==> src/rtl/core/bfha_pkg.sv <==
// Shared types and constants for the best-fit hole allocator.
// No dependencies; used by the controller, datapath and top level.
package bfha_pkg;

    localparam int CMD_W     = 2;
    localparam int STATUS_W  = 2;
    localparam int SIZE_W    = 33;
    localparam int PORT_AW   = 32;
    localparam logic [SIZE_W-1:0] MEM_RESET = 33'd1048576;

    typedef enum logic [CMD_W-1:0] {
        CMD_ALLOC = 2'd0,
        CMD_FREE  = 2'd1,
        CMD_INIT  = 2'd2,
        CMD_NOP   = 2'd3
    } t_cmd;

    typedef enum logic [STATUS_W-1:0] {
        ST_OK    = 2'd0,
        ST_NOFIT = 2'd1,
        ST_FULL  = 2'd2,
        ST_RSVD  = 2'd3
    } t_status;

    // table reshaping needed after the decision step
    typedef enum logic [1:0] {
        ACT_DONE = 2'd0,
        ACT_SHDN = 2'd1,
        ACT_SHUP = 2'd2,
        ACT_RSVD = 2'd3
    } t_act;

    typedef struct packed {
        logic boot;
        logic load;
        logic scan_rd;
        logic scan_ev;
        logic decide;
        logic dn_rd;
        logic dn_wr;
        logic up_rd;
        logic up_wr;
        logic put;
        logic dec_count;
    } t_dp_ctl;

    typedef struct packed {
        logic scan_req;
        logic next_lt_cnt;
        logic idx_gt_pos;
        t_act act;
    } t_dp_sts;

endpackage

==> src/rtl/core/bfha_datapath.sv <==
// Datapath: hole table memory, scan/compare logic, free-word total.
// Depends on bfha_pkg; sequenced by bfha_ctrl.
module bfha_datapath #(
    parameter int MAX_HOLES = 16,
    parameter int ADDR_BITS = 32
) (
    input  logic                          i_clk,
    input  logic                          i_rst_n,
    input  logic                          i_cfg_we,
    input  logic [bfha_pkg::SIZE_W-1:0]   i_cfg_wdata,
    input  logic [bfha_pkg::CMD_W-1:0]    i_cmd,
    input  logic [bfha_pkg::PORT_AW-1:0]  i_region_start,
    input  logic [bfha_pkg::SIZE_W-1:0]   i_region_size,
    input  bfha_pkg::t_dp_ctl             i_ctl,
    output bfha_pkg::t_dp_sts             o_sts,
    output logic [bfha_pkg::PORT_AW-1:0]  o_base_address,
    output logic [bfha_pkg::PORT_AW-1:0]  o_last_address,
    output logic [bfha_pkg::STATUS_W-1:0] o_status,
    output logic [bfha_pkg::SIZE_W-1:0]   o_free_total
);
    localparam int IW   = $clog2(MAX_HOLES);
    localparam int CNTW = $clog2(MAX_HOLES + 1);
    localparam int CW   = ((ADDR_BITS > bfha_pkg::SIZE_W) ? ADDR_BITS : bfha_pkg::SIZE_W) + 1;
    localparam int SW   = bfha_pkg::SIZE_W;

    logic [CW-1:0] r_mem_first [MAX_HOLES];
    logic [CW-1:0] r_mem_last  [MAX_HOLES];
    logic [CW-1:0] r_rd_first, r_rd_last;

    logic [SW-1:0]   r_mem_size;
    logic [CNTW-1:0] r_count;
    logic [SW-1:0]   r_free;

    bfha_pkg::t_cmd    r_cmd;
    bfha_pkg::t_status r_status;
    logic [CW-1:0]   r_start, r_size, r_end;
    logic [CNTW-1:0] r_idx;
    logic            r_found;
    logic [CW-1:0]   r_best, r_pick_first;
    logic [IW-1:0]   r_pick;
    logic            r_ovl, r_left_vld, r_pos_found;
    logic [IW-1:0]   r_left_idx;
    logic [CW-1:0]   r_left_last, r_right_first, r_right_last;
    logic [CNTW-1:0] r_pos;
    logic [CW-1:0]   r_base, r_laddr;

    logic [CW-1:0]   mem_ext, cap, eff, hs;
    logic [CNTW-1:0] pos_sel, raddr_c;
    logic            join_l, join_r, free_ok, alloc_ok, tbl_full;
    logic            we_f, we_l;
    logic [IW-1:0]   waddr;
    logic [CW-1:0]   wd_f, wd_l;
    bfha_pkg::t_act  act;

    assign mem_ext  = CW'(r_mem_size);
    assign cap      = CW'(1) << ADDR_BITS;
    assign eff      = (mem_ext > cap) ? cap : mem_ext;
    assign hs       = r_rd_last - r_rd_first + CW'(1);
    assign pos_sel  = r_pos_found ? r_pos : r_count;
    assign join_l   = r_left_vld && ((r_left_last + CW'(1)) == r_start);
    assign join_r   = r_pos_found && ((r_end + CW'(1)) == r_right_first);
    assign free_ok  = (r_size != '0) && (r_end < eff) && !r_ovl;
    assign alloc_ok = (r_size != '0) && r_found;
    assign tbl_full = (r_count >= CNTW'(MAX_HOLES));

    always_comb begin
        act = bfha_pkg::ACT_DONE;
        case (r_cmd)
            bfha_pkg::CMD_ALLOC: begin
                if (alloc_ok && (r_best == r_size)) act = bfha_pkg::ACT_SHDN;
            end
            bfha_pkg::CMD_FREE: begin
                if (free_ok && join_l && join_r) act = bfha_pkg::ACT_SHDN;
                else if (free_ok && !join_l && !join_r && !tbl_full) act = bfha_pkg::ACT_SHUP;
            end
            default: act = bfha_pkg::ACT_DONE;
        endcase
    end

    assign o_sts.scan_req    = ((i_cmd == bfha_pkg::CMD_ALLOC) || (i_cmd == bfha_pkg::CMD_FREE))
                               && (r_count != '0);
    assign o_sts.next_lt_cnt = ({1'b0, r_idx} + (CNTW+1)'(1)) < {1'b0, r_count};
    assign o_sts.idx_gt_pos  = r_idx > pos_sel;
    assign o_sts.act         = act;

    // single write port per array
    always_comb begin
        we_f  = 1'b0;
        we_l  = 1'b0;
        waddr = r_idx[IW-1:0];
        wd_f  = r_rd_first;
        wd_l  = r_rd_last;
        if (i_ctl.boot || (i_ctl.decide && (r_cmd == bfha_pkg::CMD_INIT))) begin
            we_f  = 1'b1;
            we_l  = 1'b1;
            waddr = '0;
            wd_f  = '0;
            wd_l  = eff - CW'(1);
        end else if (i_ctl.decide && (r_cmd == bfha_pkg::CMD_ALLOC)) begin
            we_f  = alloc_ok && (r_best != r_size);
            waddr = r_pick;
            wd_f  = r_pick_first + r_size;
        end else if (i_ctl.decide && (r_cmd == bfha_pkg::CMD_FREE)) begin
            if (free_ok && join_l) begin
                we_l  = 1'b1;
                waddr = r_left_idx;
                wd_l  = join_r ? r_right_last : r_end;
            end else if (free_ok && join_r) begin
                we_f  = 1'b1;
                waddr = r_pos[IW-1:0];
                wd_f  = r_start;
            end
        end else if (i_ctl.dn_wr || i_ctl.up_wr) begin
            we_f = 1'b1;
            we_l = 1'b1;
        end else if (i_ctl.put) begin
            we_f  = 1'b1;
            we_l  = 1'b1;
            waddr = pos_sel[IW-1:0];
            wd_f  = r_start;
            wd_l  = r_end;
        end
    end

    always_comb begin
        raddr_c = r_idx;
        if (i_ctl.dn_rd)      raddr_c = r_idx + CNTW'(1);
        else if (i_ctl.up_rd) raddr_c = r_idx - CNTW'(1);
    end

    always_ff @(posedge i_clk) begin
        if (we_f) r_mem_first[waddr] <= wd_f;
        if (we_l) r_mem_last[waddr]  <= wd_l;
        r_rd_first <= r_mem_first[raddr_c[IW-1:0]];
        r_rd_last  <= r_mem_last[raddr_c[IW-1:0]];
    end

    always_ff @(posedge i_clk) begin
        if (!i_rst_n) begin
            r_mem_size <= bfha_pkg::MEM_RESET;
            r_count    <= '0;
            r_free     <= '0;
            r_status   <= bfha_pkg::ST_OK;
        end else begin
            if (i_cfg_we) r_mem_size <= i_cfg_wdata;
            if (i_ctl.boot || (i_ctl.decide && (r_cmd == bfha_pkg::CMD_INIT))) begin
                r_count <= (eff == '0) ? CNTW'(0) : CNTW'(1);
                r_free  <= eff[SW-1:0];
            end
            if (i_ctl.load) begin
                r_cmd       <= bfha_pkg::t_cmd'(i_cmd);
                r_start     <= CW'(i_region_start);
                r_size      <= CW'(i_region_size);
                r_end       <= CW'(i_region_start) + CW'(i_region_size) - CW'(1);
                r_idx       <= '0;
                r_found     <= 1'b0;
                r_ovl       <= 1'b0;
                r_left_vld  <= 1'b0;
                r_pos_found <= 1'b0;
                r_status    <= bfha_pkg::ST_OK;
                r_base      <= '0;
                r_laddr     <= '0;
            end
            if (i_ctl.scan_ev) begin
                if ((hs >= r_size) && (!r_found || (hs <= r_best))) begin
                    r_found      <= 1'b1;
                    r_best       <= hs;
                    r_pick       <= r_idx[IW-1:0];
                    r_pick_first <= r_rd_first;
                end
                if ((r_start <= r_rd_last) && (r_rd_first <= r_end)) r_ovl <= 1'b1;
                if (r_rd_first < r_start) begin
                    r_left_vld  <= 1'b1;
                    r_left_idx  <= r_idx[IW-1:0];
                    r_left_last <= r_rd_last;
                end else if (!r_pos_found) begin
                    r_pos_found   <= 1'b1;
                    r_pos         <= r_idx;
                    r_right_first <= r_rd_first;
                    r_right_last  <= r_rd_last;
                end
                r_idx <= r_idx + CNTW'(1);
            end
            if (i_ctl.decide) begin
                case (r_cmd)
                    bfha_pkg::CMD_ALLOC: begin
                        if (!alloc_ok) begin
                            r_status <= bfha_pkg::ST_NOFIT;
                        end else begin
                            r_base  <= r_pick_first;
                            r_laddr <= r_pick_first + r_size - CW'(1);
                            r_free  <= r_free - r_size[SW-1:0];
                            r_idx   <= CNTW'(r_pick);
                        end
                    end
                    bfha_pkg::CMD_FREE: begin
                        if (!free_ok) begin
                            r_status <= bfha_pkg::ST_NOFIT;
                        end else if (!join_l && !join_r && tbl_full) begin
                            r_status <= bfha_pkg::ST_FULL;
                        end else begin
                            r_free <= r_free + r_size[SW-1:0];
                            r_idx  <= (join_l && join_r) ? r_pos : r_count;
                        end
                    end
                    default: ;
                endcase
            end
            if (i_ctl.dn_wr) r_idx <= r_idx + CNTW'(1);
            if (i_ctl.up_wr) r_idx <= r_idx - CNTW'(1);
            if (i_ctl.put) r_count <= r_count + CNTW'(1);
            if (i_ctl.dec_count) r_count <= r_count - CNTW'(1);
        end
    end

    assign o_base_address = r_base[bfha_pkg::PORT_AW-1:0];
    assign o_last_address = r_laddr[bfha_pkg::PORT_AW-1:0];
    assign o_status       = r_status;
    assign o_free_total   = r_free;

endmodule

==> src/rtl/core/bfha_ctrl.sv <==
// Controller FSM: sequences scan, decision and table shifts.
// Depends on bfha_pkg; drives bfha_datapath.
module bfha_ctrl (
    input  logic              i_clk,
    input  logic              i_rst_n,
    input  logic              i_start,
    input  bfha_pkg::t_dp_sts i_sts,
    output bfha_pkg::t_dp_ctl o_ctl,
    output logic              o_busy,
    output logic              o_done
);
    typedef enum logic [13:0] {
        S_BOOT   = 14'b00000000000001,
        S_IDLE   = 14'b00000000000010,
        S_RD     = 14'b00000000000100,
        S_EV     = 14'b00000000001000,
        S_DEC    = 14'b00000000010000,
        S_DN_CHK = 14'b00000000100000,
        S_DN_RD  = 14'b00000001000000,
        S_DN_WR  = 14'b00000010000000,
        S_FIN    = 14'b00000100000000,
        S_UP_CHK = 14'b00001000000000,
        S_UP_RD  = 14'b00010000000000,
        S_UP_WR  = 14'b00100000000000,
        S_PUT    = 14'b01000000000000,
        S_DONE   = 14'b10000000000000
    } t_state;

    t_state r_state, n_state;

    always_ff @(posedge i_clk) begin
        if (!i_rst_n) r_state <= S_BOOT;
        else          r_state <= n_state;
    end

    always_comb begin
        n_state = r_state;
        o_ctl   = '0;
        case (r_state)
            S_BOOT: begin
                o_ctl.boot = 1'b1;
                n_state    = S_IDLE;
            end
            S_IDLE: begin
                if (i_start) begin
                    o_ctl.load = 1'b1;
                    n_state    = i_sts.scan_req ? S_RD : S_DEC;
                end
            end
            S_RD: begin
                o_ctl.scan_rd = 1'b1;
                n_state       = S_EV;
            end
            S_EV: begin
                o_ctl.scan_ev = 1'b1;
                n_state       = i_sts.next_lt_cnt ? S_RD : S_DEC;
            end
            S_DEC: begin
                o_ctl.decide = 1'b1;
                case (i_sts.act)
                    bfha_pkg::ACT_SHDN: n_state = S_DN_CHK;
                    bfha_pkg::ACT_SHUP: n_state = S_UP_CHK;
                    default:            n_state = S_DONE;
                endcase
            end
            S_DN_CHK: n_state = i_sts.next_lt_cnt ? S_DN_RD : S_FIN;
            S_DN_RD: begin
                o_ctl.dn_rd = 1'b1;
                n_state     = S_DN_WR;
            end
            S_DN_WR: begin
                o_ctl.dn_wr = 1'b1;
                n_state     = S_DN_CHK;
            end
            S_FIN: begin
                o_ctl.dec_count = 1'b1;
                n_state         = S_DONE;
            end
            S_UP_CHK: n_state = i_sts.idx_gt_pos ? S_UP_RD : S_PUT;
            S_UP_RD: begin
                o_ctl.up_rd = 1'b1;
                n_state     = S_UP_WR;
            end
            S_UP_WR: begin
                o_ctl.up_wr = 1'b1;
                n_state     = S_UP_CHK;
            end
            S_PUT: begin
                o_ctl.put = 1'b1;
                n_state   = S_DONE;
            end
            S_DONE: n_state = S_IDLE;
            default: n_state = S_IDLE;
        endcase
    end

    assign o_busy = (r_state != S_IDLE);
    assign o_done = (r_state == S_DONE);

endmodule

==> src/rtl/core/best_fit_hole_allocator.sv <==
// Best-fit hole allocator: one request in, one result strobed out on o_done.
// A request scans every table entry (one memory read, one compare), then decides and
// strobes the result; when a hole is removed or inserted, the later entries are moved
// one at a time (check, read, write) before the result. Init, cmd 3 and requests on an
// empty table go straight to the decision. After reset the block is busy while it writes
// the initial hole. The result is shown for one cycle only; the receiver cannot stall it.
// Depends on bfha_pkg, bfha_ctrl and bfha_datapath.
module best_fit_hole_allocator #(
    parameter int MAX_HOLES = 16,
    parameter int ADDR_BITS = 32
) (
    input  logic                          i_clk,
    input  logic                          i_rst_n,
    input  logic                          i_cfg_we,
    input  logic [bfha_pkg::SIZE_W-1:0]   i_cfg_wdata,
    input  logic                          start,
    output logic                          busy,
    input  logic [bfha_pkg::CMD_W-1:0]    i_cmd,
    input  logic [bfha_pkg::PORT_AW-1:0]  i_region_start,
    input  logic [bfha_pkg::SIZE_W-1:0]   i_region_size,
    output logic                          o_done,
    output logic [bfha_pkg::PORT_AW-1:0]  o_base_address,
    output logic [bfha_pkg::PORT_AW-1:0]  o_last_address,
    output logic [bfha_pkg::STATUS_W-1:0] o_status,
    output logic [bfha_pkg::SIZE_W-1:0]   o_free_total
);
    bfha_pkg::t_dp_ctl ctl;
    bfha_pkg::t_dp_sts sts;

    bfha_ctrl u_ctrl (
        .i_clk   (i_clk),
        .i_rst_n (i_rst_n),
        .i_start (start),
        .i_sts   (sts),
        .o_ctl   (ctl),
        .o_busy  (busy),
        .o_done  (o_done)
    );

    bfha_datapath #(
        .MAX_HOLES (MAX_HOLES),
        .ADDR_BITS (ADDR_BITS)
    ) u_dp (
        .i_clk          (i_clk),
        .i_rst_n        (i_rst_n),
        .i_cfg_we       (i_cfg_we),
        .i_cfg_wdata    (i_cfg_wdata),
        .i_cmd          (i_cmd),
        .i_region_start (i_region_start),
        .i_region_size  (i_region_size),
        .i_ctl          (ctl),
        .o_sts          (sts),
        .o_base_address (o_base_address),
        .o_last_address (o_last_address),
        .o_status       (o_status),
        .o_free_total   (o_free_total)
    );

    a_done_after_busy: assert property (@(posedge i_clk) disable iff (!i_rst_n)
        o_done |-> $past(busy))
        else $error("result strobe without a request in flight");

    a_accept_goes_busy: assert property (@(posedge i_clk) disable iff (!i_rst_n)
        (start && !busy) |=> busy)
        else $error("accepted item did not make the block busy");

    a_fail_zero_addr: assert property (@(posedge i_clk) disable iff (!i_rst_n)
        (o_done && (o_status != bfha_pkg::ST_OK))
            |-> ((o_base_address == '0) && (o_last_address == '0)))
        else $error("failed request returned a nonzero address");

    a_done_one_cycle: assert property (@(posedge i_clk) disable iff (!i_rst_n)
        o_done |=> !o_done)
        else $error("result strobe held longer than one cycle");

endmodule

==> config.mk <==
export PLATFORM = sky130hd
export DESIGN_NAME = best_fit_hole_allocator
export DESIGN_NICKNAME = d
export VERILOG_FILES = /design/src/rtl/core/bfha_pkg.sv /design/src/rtl/core/bfha_datapath.sv /design/src/rtl/core/bfha_ctrl.sv /design/src/rtl/core/best_fit_hole_allocator.sv
export SDC_FILE = /design/constraint.sdc
export NUM_CORES = 2
export LEC_CHECK = 0
export ABC_AREA = 1
export BUFFER_PORTS_ARGS = -buffer_cell sky130_fd_sc_hd__clkbuf_2
export CAP_MARGIN = 20
export CORE_ASPECT_RATIO = 0.6
export CORE_MARGIN = 2
export CORE_UTILIZATION = 35
export DETAILED_ROUTE_END_ITERATION = 12
export HOLD_SLACK_MARGIN = 0.08
export PLACE_DENSITY = 0.62
export SYNTH_ARGS = -nofsm -noshare
export SYNTH_HDL_FRONTEND = slang
export SYNTH_SLANG_ARGS = --single-unit
==> constraint.sdc <==
create_clock -name i_clk -period 9.01 [get_ports i_clk]
set_input_delay 0.901 -clock i_clk [delete_from_list [all_inputs] [get_ports i_clk]]
set_output_delay 0.901 -clock i_clk [all_outputs]
set_load 0.02 [all_outputs]
==> results.yml <==
synth:
  synth_edf_count: 1445
  ys_async_sr_fraction: 0
  netlist_instances: 9137
  synth-warning-count: 0
  synth_area_sq_um: 86270
  ys.flop_type: "edfxtp_1"
  yosysSeqAreaShare: 0.5389
  synth_seq_cells: 1600
  syn-num-nets: 9687
  syn_area_per_cell_sq_um: 9.442
  synthDistinctLibCells: 70
floorplan:
  die_height_um: 388.6
  fp.coreArea_sq_um: 245600
  die_area_sq_um: 250600
  initial_core_util: 0.3513
  die_w_um: 645.0
  rows: 141
  ios: 205
critical_path:
  cp-end-kind: "flop"
  cpMaxStageDelayCell: "nor2_4"
  slowest_delay_ps: 880
  crit_arrival_ps: 7700
  critPathRequiredTime_ps: 9530
  crit_top_cell: "nand2_1"
  start_kind: "flop"
  crit_type: "flop to flop"
  path_max_fanout: 21
grt:
  antenna_found_initial: 61
  grt_pass1_wl_um: 526500
  grt_max_degree: 228
  grt_overflow_total: 0
  first_global_vias: 63900
  grt.total_usage: 0.3003
power_and_ir_drop:
  power.density_nw_per_um2: 200.2
  peakVddDrop_v: 0.0001447
  power_leakage_nw: 39.14
drt:
  drcViolationCount: 0
  ant_nets: 0
  drt-total-wl_um: 388800
  drt-wirelength-per-cell_um: 30.42
  vias_per_cell: 5.692
  dr.first_iter.drc_count: 12120
  vias: 72750
  drt_first_pass_iters: 9
status:
  status: "finished, final reports clean"
final_layout:
  final_nets: 9899
  area_growth_pct: 12.48
  drive_above_1_share: 0.08630
sta:
  finalClockSkew_ps: 74.46
  period_share: 0.7969
  hold_slack_ps: 253.3
  grt_setup_unrepaired: "no"
  tightest_slew_ps: 1324
  period_needed_ps: 7180
  max_freq_ghz: 0.1393
  tns_ps: 0
  setup_viol: 0
  maxSlewViolCount: 0
  maxSlewHeadroom: 0.1112
  hold_viol: 0
clocking:
  worst_skew_pair.late_latency_ps: 870
  cts_tree: "built"
  clkTransAtPathRegs_ps: 80
  h-tree-depth: 4
  cts_hold_buf: 0
  cts_inserted_buffers: 165
  clock-sinks: 1600
  cts-root-buf: "clkbuf_16"
  clockBufferDepth: 4
  cts_setup_buffers: 0
  post_cts_resized: 0
placement:
  io_buffer_count: 204
  hpwl_um: 296300
  routabilityCongestion: 1.060
min_path:
  hold_path.class: "primary input to flop"
flow_run:
  max_cap_viol_count: 0
path summary, 6_finish.rpt:
path	to	slack, ps	start	cells past startpoint
worst min register to register	u_dp.r_pick_first[0]	490	u_dp.r_rd_first[0]	0
worst max-delay path	u_dp.r_mem_first[3][24]	1830	u_dp.r_mem_size[21]	25
worst max register to register	u_dp.r_mem_first[3][24]	1830	u_dp.r_mem_size[21]	25
worst min-delay path	u_dp.r_size[16]	250	i_region_size[16]	1
routing by layer:
metal / track usage / vias to the layer above / routed length [um]
met1: 0.4868 / 35800 / 186800
met3: 0.1158 / 432 / 56480
li1: - / 32080 / -
met2: 0.3630 / 4409 / 137600
met4: 0.05167 / 28 / 7088
met5: 0.007246 / - / 850
layout make-up:
cell class,instances,area [sq um]
antenna,25,62.56
clock buffer,214,4437
clock inverter,71,668.1
fill,24060,148500
inverter,1269,4766
multi-input combinational,5889,33710
sequential,1600,46490
tap,3289,4115
timing repair buffer,424,2781
cells in the final DEF, fill, tap and decap left out, types with 56 or more instances in the layout:
cell type,Yosys,layout
nand2_1,1577,1575
edfxtp_1,1445,1445
inv_1,1236,1235
o21ai_0,820,807
a21oi_1,772,772
nand3_1,538,538
nor2_1,571,530
ha_1,441,441
o211ai_1,295,295
buf_4,26,205
clkbuf_2,0,204
clkbuf_16,0,167
xor2_1,166,166
dfxtp_1,155,155
nand4_1,92,92
mux2i_1,91,91
nor3_1,60,60
xnor2_1,56,56
critical path: cells and delay by family (launching register included):
kind,cells,cell delay (ps)
AO/OA/AOI/OAI,5,810
adder cells (fa/ha/maj),1,310
buffers and inverters,3,1010
flip-flops,1,320
AND/OR/NAND/NOR,16,4390
synthesized netlist by cell type (17+ instances only):
library cell	count	area, sq um
nor2_1	571	2143
nand3_1	538	2693
o21ai_0	820	4104
buf_4	26	195.2
edfxtp_1	1445	43390
o21bai_1	25	187.7
ha_1	441	5518
nor3_1	60	300.3
inv_2	25	93.84
buf_1	21	78.83
nand4_1	92	575.6
o211ai_1	295	2215
a21oi_1	772	3864
dfxtp_1	155	3103
xnor2_1	56	490.5
a31oi_1	29	181.4
a21o_1	20	150.1
nor4_1	24	150.1
inv_1	1236	4639
o21ai_1	32	160.2
nand2_1	1577	5919
or2_2	17	106.4
o22ai_1	51	319.1
buf_2	119	595.6
mux2i_1	91	910.9
clkbuf_1	210	788.3
xor2_1	166	1454
metrics by stage:
| stage | instances | setup WS [ps] | total power [mW] | util | cell area [sq um] |
|---|---|---|---|---|---|
| floorplan | 9137 | 1084 | 10.87 | - | 86270 |
| global placement | 12440 | 1821 | 12.56 | 0.3730 | 91600 |
| detailed placement | 12450 | 1952 | 12.56 | 0.3736 | 91740 |
| CTS | 12740 | 1979 | 19.37 | 0.3944 | 96850 |
| global route | 12760 | 1393 | 20.06 | 0.3949 | 96980 |
| finish | 12780 | 1830 | 19.43 | 0.3951 | 97040 |
power by group:
part	internal, mW	switching [mW]
Combinational	1.08	2.77
Clock	3.79	3.07
Sequential	8.50	0.220
Total	13.4	6.06
state kept, by name, indices dropped and copies added, names as in the netlist, 5 cells and up:
signal / count
u_dp.r_pick_first: 34
u_dp.r_right_last: 34
u_dp.r_end: 34
u_dp.r_laddr: 32
u_dp.r_pos: 5
u_dp.r_rd_last: 34
u_dp.r_idx: 5
u_dp.r_mem_first: 544
u_dp.r_best: 34
u_dp.r_count: 5
u_dp.r_mem_size: 33
u_dp.r_start: 32
u_dp.r_base: 32
u_dp.r_right_first: 34
u_dp.o_free_total: 33
u_dp.r_left_last: 34
u_ctrl.r_state: 14
u_dp.r_size: 33
u_dp.r_rd_first: 34
u_dp.r_mem_last: 544
kinds of logic after synthesis:
group,after synthesis,share of synthesized area
xor gates and xnor gates,224,0.02299
adders and majority gates,446,0.06512
muxes,91,0.01056
and+or+nand+nor,2961,0.1458
AOI/OAI and AO/OA,2167,0.1418
buffers and inverters,1648,0.07482
DFF,1600,0.5389
Power figures use the tool's default switching activity.
